## config.mk

```make
export PLATFORM = sky130hd
export DESIGN_NAME = zip_local_header_scanner
export DESIGN_NICKNAME = d
export VERILOG_FILES = /design/src/rtl/core/zhs_pkg.sv /design/src/rtl/core/zhs_parser.sv /design/src/rtl/core/zhs_res_fifo.sv /design/src/rtl/core/zip_local_header_scanner.sv
export SDC_FILE = /design/constraint.sdc
export NUM_CORES = 1
export LEC_CHECK = 0
export BUFFER_PORTS_ARGS = -buffer_cell sky130_fd_sc_hd__buf_2
export CAP_MARGIN = 20
export CORE_UTILIZATION = 45
export DETAILED_ROUTE_END_ITERATION = 10
export GPL_ROUTABILITY_DRIVEN = 0
export MAX_ROUTING_LAYER = met4
export PLACE_DENSITY_LB_ADDON = 0.08
export SLEW_MARGIN = 25
export SYNTH_ARGS = -nofsm -noshare
export SYNTH_HDL_FRONTEND = slang
export SYNTH_SLANG_ARGS = --single-unit
```

## constraint.sdc

```tcl
create_clock -name clk_i -period 8.7 [get_ports clk_i]
set_input_delay 0.435 -clock clk_i [delete_from_list [all_inputs] [get_ports clk_i]]
set_output_delay 0.435 -clock clk_i [all_outputs]
set_load 0.01 [all_outputs]
```

## src/rtl/core/zhs_pkg.sv

```systemverilog
// shared types and constants for the zip local header scanner
package zhs_pkg;

  // one input beat
  typedef struct packed {
    logic [7:0] data_byte;
    logic       end_of_stream;
  } zhs_in_t;

  // one result beat
  typedef struct packed {
    logic [1:0] kind;
    logic [7:0] name_char;
    logic       name_last;
    logic       sig_found;
  } zhs_out_t;

  // results produced by one input item, first one goes out first
  typedef struct packed {
    logic [1:0] count;
    zhs_out_t   first;
    zhs_out_t   second;
  } zhs_res_t;

  localparam logic [1:0] KIND_NAME  = 2'd0;
  localparam logic [1:0] KIND_EMPTY = 2'd1;
  localparam logic [1:0] KIND_EOS   = 2'd2;

  localparam logic [23:0] SIG_HEAD = 24'h504B03;
  localparam logic [7:0]  SIG_LAST = 8'h04;

  localparam logic [4:0] HDR_FIRST_POS = 5'd4;
  localparam logic [4:0] HDR_LAST_POS  = 5'd29;
  localparam logic [4:0] POS_SIZE0     = 5'd18;
  localparam logic [4:0] POS_SIZE1     = 5'd19;
  localparam logic [4:0] POS_SIZE2     = 5'd20;
  localparam logic [4:0] POS_SIZE3     = 5'd21;
  localparam logic [4:0] POS_NAME0     = 5'd26;
  localparam logic [4:0] POS_NAME1     = 5'd27;
  localparam logic [4:0] POS_EXTRA0    = 5'd28;
  localparam logic [4:0] POS_EXTRA1    = 5'd29;

endpackage

```

## src/rtl/core/zhs_parser.sv

```systemverilog
// header parser: scan state and per-byte result generation
module zhs_parser (
  input  logic             clk_i,
  input  logic             rst_ni,
  input  logic             step_i,
  input  zhs_pkg::zhs_in_t item_i,
  output zhs_pkg::zhs_res_t res_o
);
  import zhs_pkg::*;

  typedef enum logic [1:0] {
    PH_SCAN   = 2'd0,
    PH_HEADER = 2'd1,
    PH_NAME   = 2'd2,
    PH_SKIP   = 2'd3
  } phase_e;

  phase_e      phase_q, phase_d;
  logic [23:0] window_q, window_d;
  logic [1:0]  fill_q, fill_d;
  logic [4:0]  hpos_q, hpos_d;
  logic [31:0] size_q, size_d;
  logic [15:0] name_len_q, name_len_d;
  logic [15:0] extra_len_q, extra_len_d;
  logic [32:0] remain_q, remain_d;
  logic        seen_q, seen_d;

  logic [7:0]  b;
  logic        eos;
  logic [32:0] skip_len;
  logic        skip_now;
  zhs_out_t    name_res;
  zhs_out_t    eos_res;
  logic        name_hit;

  assign b   = item_i.data_byte;
  assign eos = item_i.end_of_stream;

  always_comb begin
    phase_d     = phase_q;
    window_d    = window_q;
    fill_d      = fill_q;
    hpos_d      = hpos_q;
    size_d      = size_q;
    name_len_d  = name_len_q;
    extra_len_d = extra_len_q;
    remain_d    = remain_q;
    seen_d      = seen_q;
    name_hit    = 1'b0;
    name_res    = '0;
    skip_len    = '0;
    skip_now    = 1'b0;

    unique case (phase_q)
      PH_SCAN: begin
        if (fill_q == 2'd3 && window_q == SIG_HEAD && b == SIG_LAST) begin
          seen_d      = 1'b1;
          phase_d     = PH_HEADER;
          hpos_d      = HDR_FIRST_POS;
          size_d      = '0;
          name_len_d  = '0;
          extra_len_d = '0;
        end else begin
          window_d = {window_q[15:0], b};
          if (fill_q != 2'd3) begin
            fill_d = fill_q + 2'd1;
          end
        end
      end
      PH_HEADER: begin
        unique case (hpos_q)
          POS_SIZE0:  size_d[7:0]       = size_q[7:0] | b;
          POS_SIZE1:  size_d[15:8]      = size_q[15:8] | b;
          POS_SIZE2:  size_d[23:16]     = size_q[23:16] | b;
          POS_SIZE3:  size_d[31:24]     = size_q[31:24] | b;
          POS_NAME0:  name_len_d[7:0]   = name_len_q[7:0] | b;
          POS_NAME1:  name_len_d[15:8]  = name_len_q[15:8] | b;
          POS_EXTRA0: extra_len_d[7:0]  = extra_len_q[7:0] | b;
          POS_EXTRA1: extra_len_d[15:8] = extra_len_q[15:8] | b;
          default: ;
        endcase
        if (hpos_q == HDR_LAST_POS) begin
          hpos_d = '0;
          if (name_len_q == '0) begin
            name_hit           = 1'b1;
            name_res.kind      = KIND_EMPTY;
            name_res.name_last = 1'b1;
            skip_now           = 1'b1;
            skip_len           = {1'b0, size_d} + {17'd0, extra_len_d};
          end else begin
            phase_d  = PH_NAME;
            remain_d = {17'd0, name_len_q};
          end
        end else begin
          hpos_d = hpos_q + 5'd1;
        end
      end
      PH_NAME: begin
        name_hit           = 1'b1;
        name_res.kind      = KIND_NAME;
        name_res.name_char = b;
        name_res.name_last = (remain_q <= 33'd1) || eos;
        if (remain_q <= 33'd1) begin
          skip_now = 1'b1;
          skip_len = {1'b0, size_q} + {17'd0, extra_len_q};
        end else begin
          remain_d = remain_q - 33'd1;
        end
      end
      PH_SKIP: begin
        if (remain_q <= 33'd1) begin
          phase_d  = PH_SCAN;
          window_d = '0;
          fill_d   = '0;
        end else begin
          remain_d = remain_q - 33'd1;
        end
      end
      default: ;
    endcase

    // nothing to skip goes straight back to scanning with a clear window
    if (skip_now) begin
      remain_d = skip_len;
      if (skip_len == '0) begin
        phase_d  = PH_SCAN;
        window_d = '0;
        fill_d   = '0;
      end else begin
        phase_d = PH_SKIP;
      end
    end

    eos_res           = '0;
    eos_res.kind      = KIND_EOS;
    eos_res.sig_found = seen_d;

    res_o = '0;
    if (name_hit) begin
      res_o.first = name_res;
      if (eos) begin
        res_o.second = eos_res;
        res_o.count  = 2'd2;
      end else begin
        res_o.count = 2'd1;
      end
    end else if (eos) begin
      res_o.first = eos_res;
      res_o.count = 2'd1;
    end

    // end of stream returns everything to reset
    if (eos) begin
      phase_d     = PH_SCAN;
      window_d    = '0;
      fill_d      = '0;
      hpos_d      = '0;
      size_d      = '0;
      name_len_d  = '0;
      extra_len_d = '0;
      remain_d    = '0;
      seen_d      = 1'b0;
    end

    if (!step_i) begin
      res_o.count = 2'd0;
    end
  end

  always_ff @(posedge clk_i or negedge rst_ni) begin
    if (!rst_ni) begin
      phase_q     <= PH_SCAN;
      window_q    <= '0;
      fill_q      <= '0;
      hpos_q      <= '0;
      size_q      <= '0;
      name_len_q  <= '0;
      extra_len_q <= '0;
      remain_q    <= '0;
      seen_q      <= 1'b0;
    end else if (step_i) begin
      phase_q     <= phase_d;
      window_q    <= window_d;
      fill_q      <= fill_d;
      hpos_q      <= hpos_d;
      size_q      <= size_d;
      name_len_q  <= name_len_d;
      extra_len_q <= extra_len_d;
      remain_q    <= remain_d;
      seen_q      <= seen_d;
    end
  end

endmodule

```

## src/rtl/core/zhs_res_fifo.sv

```systemverilog
// four-entry result queue, takes up to two results per cycle
module zhs_res_fifo (
  input  logic              clk_i,
  input  logic              rst_ni,
  input  zhs_pkg::zhs_res_t res_i,
  output logic              space_o,
  output logic              out_valid_o,
  input  logic              out_ready_i,
  output zhs_pkg::zhs_out_t out_data_o
);
  import zhs_pkg::*;

  zhs_out_t   mem_q [4];
  logic [1:0] wr_q, wr_d;
  logic [1:0] rd_q, rd_d;
  logic [2:0] cnt_q, cnt_d;
  logic       pop;

  assign out_valid_o = (cnt_q != 3'd0);
  assign out_data_o  = mem_q[rd_q];
  assign pop         = out_valid_o && out_ready_i;
  // room for two more beats whatever the output side does
  assign space_o     = (cnt_q <= 3'd2);

  assign wr_d  = wr_q + res_i.count;
  assign rd_d  = rd_q + {1'b0, pop};
  assign cnt_d = cnt_q + {1'b0, res_i.count} - {2'b0, pop};

  always_ff @(posedge clk_i) begin
    if (res_i.count != 2'd0) begin
      mem_q[wr_q] <= res_i.first;
    end
    if (res_i.count == 2'd2) begin
      mem_q[wr_q + 2'd1] <= res_i.second;
    end
  end

  always_ff @(posedge clk_i or negedge rst_ni) begin
    if (!rst_ni) begin
      wr_q  <= '0;
      rd_q  <= '0;
      cnt_q <= '0;
    end else begin
      wr_q  <= wr_d;
      rd_q  <= rd_d;
      cnt_q <= cnt_d;
    end
  end

endmodule

```

## src/rtl/core/zip_local_header_scanner.sv

```systemverilog
// zip local header scanner top level
//
//   channel  direction  payload              handshake
//   in       input      zhs_in_t  (1 byte)   in_valid_i / in_ready_o
//   out      output     zhs_out_t (1 result) out_valid_o / out_ready_i
//
// one byte per cycle while the queue has room: each byte waits in the input register,
// the parser updates its state and pushes zero, one or two results into a 4-entry
// queue. the first result is valid on out once it is written into the queue.
// the input register holds while the queue has fewer than two free entries.
// reset clears all scan state; the stream starts in scanning with an empty window.
module zip_local_header_scanner (
  input  logic              clk_i,
  input  logic              rst_ni,
  input  logic              in_valid_i,
  output logic              in_ready_o,
  input  zhs_pkg::zhs_in_t  in_data_i,
  output logic              out_valid_o,
  input  logic              out_ready_i,
  output zhs_pkg::zhs_out_t out_data_o
);
  import zhs_pkg::*;

  zhs_in_t  stage_q;
  logic     stage_v_q, stage_v_d;
  logic     space;
  logic     advance;
  logic     in_take;
  zhs_res_t res;

  assign advance    = stage_v_q && space;
  assign in_ready_o = !stage_v_q || advance;
  assign in_take    = in_valid_i && in_ready_o;

  always_comb begin
    stage_v_d = stage_v_q;
    if (in_take) begin
      stage_v_d = 1'b1;
    end else if (advance) begin
      stage_v_d = 1'b0;
    end
  end

  always_ff @(posedge clk_i or negedge rst_ni) begin
    if (!rst_ni) begin
      stage_v_q <= 1'b0;
    end else begin
      stage_v_q <= stage_v_d;
    end
  end

  always_ff @(posedge clk_i) begin
    if (in_take) begin
      stage_q <= in_data_i;
    end
  end

  zhs_parser u_parser (
    .clk_i  (clk_i),
    .rst_ni (rst_ni),
    .step_i (advance),
    .item_i (stage_q),
    .res_o  (res)
  );

  zhs_res_fifo u_fifo (
    .clk_i       (clk_i),
    .rst_ni      (rst_ni),
    .res_i       (res),
    .space_o     (space),
    .out_valid_o (out_valid_o),
    .out_ready_i (out_ready_i),
    .out_data_o  (out_data_o)
  );

endmodule

```

Yosys cells after proc, flatten, opt, wreduce, memory -nomap -nowiden
Memory sizes are Yosys's and may differ from the RTL's.
Cells that the tools add are included.
Word-level totals
  flip-flop bits (word level): 148
  RAM bits: 48
  input bits: 13
  output and inout port bits: 14
  memories: 1
Operators by class
  $add $sub $neg: 10
  $lt $le $gt $ge: 2
  equality and inequality tests: 24
  muxes and demuxes: 82
  bitwise operators: 8
  reductions and logical operators: 23
Memory list
  u_fifo.mem_q: words 4, width 12, rd ports 1, clocked after Yosys merged registers in 0, wr ports 2, line zhs_res_fifo.sv:13  | zhs_out_t mem_q [4];
Operators by type and width (number)
  33-bit two-way mux: 8
  33-bit one-hot mux with 2 select lines: 2
  24-bit two-way mux: 5
  8-bit two-way mux: 15
  32-bit by 16-bit adder with 33-bit output: 2
  32-bit two-way mux: 2
  8-bit bitwise OR: 8
  16-bit one-hot mux with 2 select lines: 2
  32-bit one-hot mux with 2 select lines: 1
  16-bit two-way mux: 3
  24-bit one-hot mux with 2 select lines: 1
  5-bit equality test, second input constant: 8
  2-bit two-way mux: 17
  33-bit by 1-bit <= comparator with 1-bit output, second input constant: 1
  33-bit logical NOT: 1
  33-bit by 1-bit subtractor with 33-bit output, second input constant: 1
  24-bit by 23-bit equality test with 1-bit output, second input constant: 1
  12-bit two-way mux: 2
  16-bit logical NOT: 1
  5-bit two-way mux: 3
  14-bit two-way mux: 1
  1-bit two-way mux: 13
  13-bit two-way mux: 1
  4-bit by 2-bit != test with 1-bit output, second input constant: 3
  other kinds (31): 47

Depth between registers and ports, before layout
  depth in word-level cells: 11
  mapped depth: 21
  depth with buffers taken out: 20

By module
From an unflattened synthesis, not the netlist that was laid out.
Second synthesis, totals
  cells, all modules: 1517
  area total of the unflattened synthesis: 13904.6 sq um
Modules (own cells, without submodules)
  zhs_parser: instances 1, cells each 1348, area each 10625.2 sq um, seq. area each 3278.1 sq um
  zhs_res_fifo: instances 1, cells each 155, area each 2949.1 sq um, seq. area each 1616.6 sq um
  zip_local_header_scanner: instances 1, cells each 14, area each 330.3 sq um, seq. area each 295.3 sq um

Worst setup path before layout
No wires, ideal clock.
  kind: reg-to-reg
  start point: reg u_parser.hpos_q[0]
  end point: reg u_parser.window_q[10]
  arrival time: 4.455 ns
  required time: 8.575 ns
  path slack: 4.120 ns
  cell stages (with the launch flop): 22
  path buffers: 1
  period minus slack after synthesis: 4.580 ns
  cell sequence: dfrtp_1 -> inv_1 -> ha_1 -> nand2_1 -> nor3_1 -> a21oi_1 -> inv_1 -> ha_1 -> inv_1 -> fa_1 -> nand2b_1 -> a21oi_1 -> o21ai_1 -> a21o_2 -> or3b_2 -> xnor2_1 -> o221ai_1 -> nor4_2 -> nand4_4 -> buf_6 -> o2111ai_1 -> nand2_1
On the way
  word-level cells in the longest chain between the ends: 11
RTL lines
  start, declared: line zhs_parser.sv:21  | logic [4:0] hpos_q, hpos_d;
  start signal, assigned: line zhs_parser.sv:185  | hpos_q <= hpos_d;
  5-bit equality test (on tied branches): line zhs_parser.sv:71, zhs_parser.sv:82
  8-bit two-way mux: line zhs_parser.sv:71  | unique case (hpos_q)
  8-bit two-way mux: line zhs_parser.sv:54  | unique case (phase_q)
  32-bit by 16-bit adder with 33-bit output: line zhs_parser.sv:89  | skip_len = {1'b0, size_d} + {17'd0, extra_len_d};
  33-bit two-way mux: line zhs_parser.sv:84  | if (name_len_q == '0) begin
  33-bit two-way mux: line zhs_parser.sv:82  | if (hpos_q == HDR_LAST_POS) begin
  33-bit one-hot mux with 2 select lines: line zhs_parser.sv:54
  33-bit logical NOT: line zhs_parser.sv:125  | if (skip_len == '0) begin
  24-bit two-way mux: line zhs_parser.sv:125
  24-bit two-way mux *: line zhs_parser.sv:123  | if (skip_now) begin
  24-bit two-way mux *: line zhs_parser.sv:153  | if (eos) begin
  end signal, assigned: line zhs_parser.sv:183  | window_q <= window_d;
  end, declared: line zhs_parser.sv:19  | logic [23:0] window_q, window_d;
Mark *: on every way between the ends. The rest lies on a longest branch, timed or not. The select of a mux whose other input is x is not followed.
A chain may end at the register's enable or synchronous reset.

Final worst setup path
  start point: reg u_parser.hpos_q[0]
  end point: reg u_parser.phase_q[1]
On the way
  word-level cells in the longest chain between the ends: 11
RTL lines
  5-bit equality test (on tied branches): line zhs_parser.sv:71, zhs_parser.sv:82
  8-bit two-way mux: line zhs_parser.sv:71
  8-bit two-way mux: line zhs_parser.sv:54
  32-bit by 16-bit adder with 33-bit output: line zhs_parser.sv:89
  33-bit two-way mux: line zhs_parser.sv:84
  33-bit two-way mux: line zhs_parser.sv:82
  33-bit one-hot mux with 2 select lines: line zhs_parser.sv:54
  33-bit logical NOT: line zhs_parser.sv:125
  2-bit two-way mux: line zhs_parser.sv:125
  2-bit two-way mux: line zhs_parser.sv:123
  2-bit two-way mux: line zhs_parser.sv:153
  end signal, assigned: line zhs_parser.sv:182  | phase_q <= phase_d;
  end, declared: line zhs_parser.sv:18  | phase_e phase_q, phase_d;
Parallel ways exist; a longest one is shown, timed or not. The select of a mux whose other input is x is not followed.

==> out/summary.log <==
INFO  status         outcome=complete, but fails checks
INFO  status         violations=hold timing
INFO  sta            worst_pin_slew=1.09ns
INFO  setup_path     worst-endpoint-required=9.06ns
INFO  floorplan      initial_core_util=45.9%
INFO  sta            max_freq=0.177GHz
INFO  finish         areaGrowthSynthToFinish=6.07%
INFO  sta            post_route_fraction_of_the_period_consumed_by_the_critical_path=65.1%
INFO  cts            cts_buffers=17
INFO  synth          synth_top_family_by_area=compound AO/OA/AOI/OAI gates
INFO  pwr            irDropWorstVdd=0.000244V
INFO  global_routing initial_antenna_violation_count=1
INFO  cts            clock_tree_from_tritoncts=yes
INFO  sta            period_needed=5.66ns
INFO  drt            dr.pass1.iters=5
INFO  synth          postSynth.asyncResetShare=70.9%
INFO  sta            tns=0ns
INFO  sta            setup_violations=0
INFO  setup_path     cp.buffers_inverters=3
INFO  global_routing gr-total-overflow=0
INFO  sta            rsz_0062_raised_after_global_routing=false
INFO  synth          yosys_register_bits=196
INFO  synth          seq_area_frac_synth=36.2%
INFO  synth          synth_area=13200um2
INFO  synth          synthesis.yosys.warnings=0
INFO  finish         num-nets-final=1576
INFO  cts            clk_path_buf_depth=2
INFO  setup_path     worstReg2RegStart=u_parser.hpos_q[0]$_DFFE_PN0P_
INFO  setup_path     path_cells=inv_1, ha_1, nand2_1, nor3_1, a21oi_1, inv_1, ha_1, inv_1, fa_1, nand2b_1, a21oi_1, o21ai_1, a21o_2, or3b_2, xnor2_1, o221ai_1, nor4_2, nand4_4, a22o_2
INFO  drt            average_vias_per_placed_instance=6.21
INFO  setup_path     crit_slowest_cell=nor3_1
INFO  pwr            power.switching_fraction=46.1%
INFO  synth          number_of_synthesized_flops_with_an_enable_pin=17
INFO  global_routing grt_pass1_wl=65.0mm
INFO  place          port_buffers=26
INFO  finish         final_layout_size_suffix_gt1_share=9.72%
INFO  place          dp_hpwl=28.3mm
INFO  job            timing.max_cap.violations=0
INFO  pwr            p_int=2.24mW
INFO  pwr            seq_power_share=32.4%
INFO  synth          most_area_hungry_cell_type_in_the_yosys_netlist=dfrtp_1
INFO  setup_path     end_kind=flip-flop
INFO  setup_path     critPathArrivalTime=6.02ns
INFO  cts            cts-htree-levels=4
INFO  cts            cts_sinks=196
INFO  drt            detailroute.via_count=11900
INFO  floorplan      coreArea=28900um2
INFO  synth          synthXorXnorAreaFrac=4.37%
INFO  cts            clkTransAtPathRegs=0.08ns
INFO  synth          synth_simple_gate_area_share=20.8%
INFO  floorplan      die-width=174um
INFO  cts            cts-root-buf=clkbuf_16
INFO  synth          synthAdderAreaFrac=5.18%
INFO  synth          distinct_cell_type_count_after_synthesis=96
INFO  setup_path     rr_worst_depth=19
INFO  cts            clk-insertion-delay-late=0.47ns
INFO  cts            post_cts_resized=0
INFO  synth          yosys.cell_count.top_type=nor2_1
INFO  pwr            switching_power=1.91mW
INFO  pwr            pwr_density_cell=295nW/um2
INFO  setup_path     cp_top_family=simple AND/OR/NAND/NOR gates
INFO  drt            routed_wire_length_per_instance=21.5um
INFO  setup_path     cp_max_fo=28
INFO  drt            starting_drt_drc_count=1352
INFO  floorplan      chipHeight=174um
INFO  setup_path     regToRegSetupSlack=3.04ns
INFO  drt            wl=41.1mm
INFO  sta            final-max-slew-violation-count=0
INFO  sta            report.final.hold_viol_count=35
INFO  finish         design_area=14000um2
INFO  pwr            clock_power_share=19.2%
INFO  worst_hold_path hold_path.class=in2async
INFO  synth          synth.top_cells.by_count=199 x nor2_1, 196 x a21oi_1, 139 x dfrtp_1
INFO  floorplan      io_pins=27
INFO  drt            drc=0
INFO  pwr            power.leakage=6.08nW
INFO  setup_path     timing.critical_path.mode_cell=inv_1
INFO  synth          synth_mux_area_share=2.88%
INFO  synth          synth-main-ff-cell=dfrtp_1
INFO  global_routing via_count_of_the_first_global_routing_pass=11000
INFO  synth          synth.top_cell.area_share=26.3%
INFO  setup_path     slowest_delay=0.67ns
INFO  sta            worst_clock_skew=0.0130ns
INFO  setup_path     startpoint=u_parser.hpos_q[0]$_DFFE_PN0P_
INFO  cts            postCtsSetupBuffers=0
INFO  sta            slew_headroom=26.9%
INFO  synth          top_post_synthesis_cells_by_area=dfrtp_1 26%, a21oi_1 7.4%, dfxtp_1 6.0%
INFO  synth          postSynthCellCount=1541
INFO  global_routing globalRouteTotalUtil=28.7%
INFO  sta            whs=-0.0154ns
INFO  cts            cts_hold_buffers=0
INFO  floorplan      die_area=30100um2
INFO  synth          post_synth.cell_area_avg=8.59um2
INFO  place          placement.cell_area=13500um2
INFO  setup_path     cp-start-kind=flip-flop
INFO  pwr            power_frac_comb=48.4%
INFO  global_routing grt_start_max_net_pins=72
INFO  setup_path     timing_worst_setup_path_type=reg2reg
INFO  setup_path     reg2reg_to=u_parser.phase_q[1]$_DFFE_PN0P_
INFO  floorplan      row_count=62
INFO  synth          synth-compound-area-share=24.2%
INFO  synth          postSynthNetCount=1607
INFO  drt            antenna_violating_nets_post_route=0
[metal layers]
| layer | vias to the layer above | share of wire [%] | global-route usage (%) |
|---|---|---|---|
| li1 | 5590 | - | - |
| met1 | 5731 | 48 | 41.2 |
| met2 | 449 | 43 | 41.1 |
| met3 | 81 | 6.3 | 4.25 |
| met4 | 0 | 2.6 | 9.51 |
| met5 | - | 0 | - |
[how the worst max path moves through the flow]
| stage | to | slack, ns | cells past startpoint |
|---|---|---|---|
| 2_1_floorplan | u_parser.window_q[10]$_DFFE_PN0P_ | 4.12 | 21 |
| 3_3_place_gp | u_parser.phase_q[1]$_DFFE_PN0P_ | 3.16 | 19 |
| 3_5_place_dp | u_parser.phase_q[0]$_DFFE_PN0P_ | 3.04 | 19 |
| 4_1_cts | u_parser.phase_q[1]$_DFFE_PN0P_ | 3.01 | 19 |
| 5_1_grt | u_parser.window_q[13]$_DFFE_PN0P_ | 2.57 | 20 |
| 6_report | u_parser.phase_q[1]$_DFFE_PN0P_ | 3.04 | 19 |
[registers in the layout (all words and copies together), names as in the netlist]
name	flops
u_fifo.rd_q	2
u_parser.name_len_q	16
stage_v_q	1
u_parser.hpos_q	5
u_parser.window_q	24
u_parser.remain_q	33
u_parser.fill_q	2
u_parser.size_q	32
u_fifo.wr_q	2
u_fifo.cnt_q	3
stage_q	9
u_parser.phase_q	2
u_parser.seen_q	1
u_parser.extra_len_q	16
u_fifo.mem_q	48
[cells by family after synthesis]
kind of cell,after synthesis
simple gates,544
compound gates,492
flops,196
buf+inv,167
xor+xnor,66
fa+ha+maj,53
mux,23
[power by group through the flow]
stage / sequential (mW) / combinational (mW) / clock [mW]
6_report: 1.34 / 2.01 / 0.795
5_1_grt: 1.37 / 2.19 / 0.845
4_1_cts: 1.34 / 1.98 / 0.811
3_5_place_dp: 1.35 / 1.97 / 0
3_3_place_gp: 1.35 / 1.95 / 0
2_1_floorplan: 1.27 / 1.55 / 0
[stage by stage]
| stage | power, mW | hold slack [ns] | std cells | util, % | setup slack [ns] |
|---|---|---|---|---|---|
| after global placement | 3.31 | 0.444 | 1875 | 46.6 | 3.16 |
| after CTS | 4.13 | 0.00165 | 1907 | 48.6 | 3.01 |
| after floorplan | 2.82 | 0.139 | 1541 | - | 4.12 |
| after global routing | 4.41 | 0.0444 | 1908 | 48.7 | 2.57 |
| after detailed placement | 3.32 | 0.454 | 1875 | 46.6 | 3.04 |
| final | 4.15 | -0.0154 | 1908 | 48.7 | 3.04 |
[cell type report]
cell class,count,area (um2)
Inverter,68,255
Sequential cell,196,4790
Antenna cell,1,2.50
Multi-Input combinational cell,1178,7620
Fill cell,2832,14800
Tap cell,384,480
Clock inverter,12,114
Clock buffer,20,467
Timing Repair Buffer,49,309
[placed cells by master, fill, tap and decap left out, types with 15 or more instances in the layout]
cell / count
dfxtp_1: 40
nand2_1: 130
ha_1: 50
nand3_1: 29
dfrtp_1: 139
a21o_1: 19
inv_1: 68
xnor2_1: 41
edfxtp_1: 17
nor4_1: 25
buf_4: 23
a22o_1: 15
nor2_1: 197
a21oi_1: 196
nor3_1: 33
nand4_1: 18
o21ai_0: 67
clkbuf_16: 17
a211oi_1: 15
xor2_1: 25
o2111ai_1: 27
buf_2: 25
a22oi_1: 39
(Power assumes the default switching activity.)
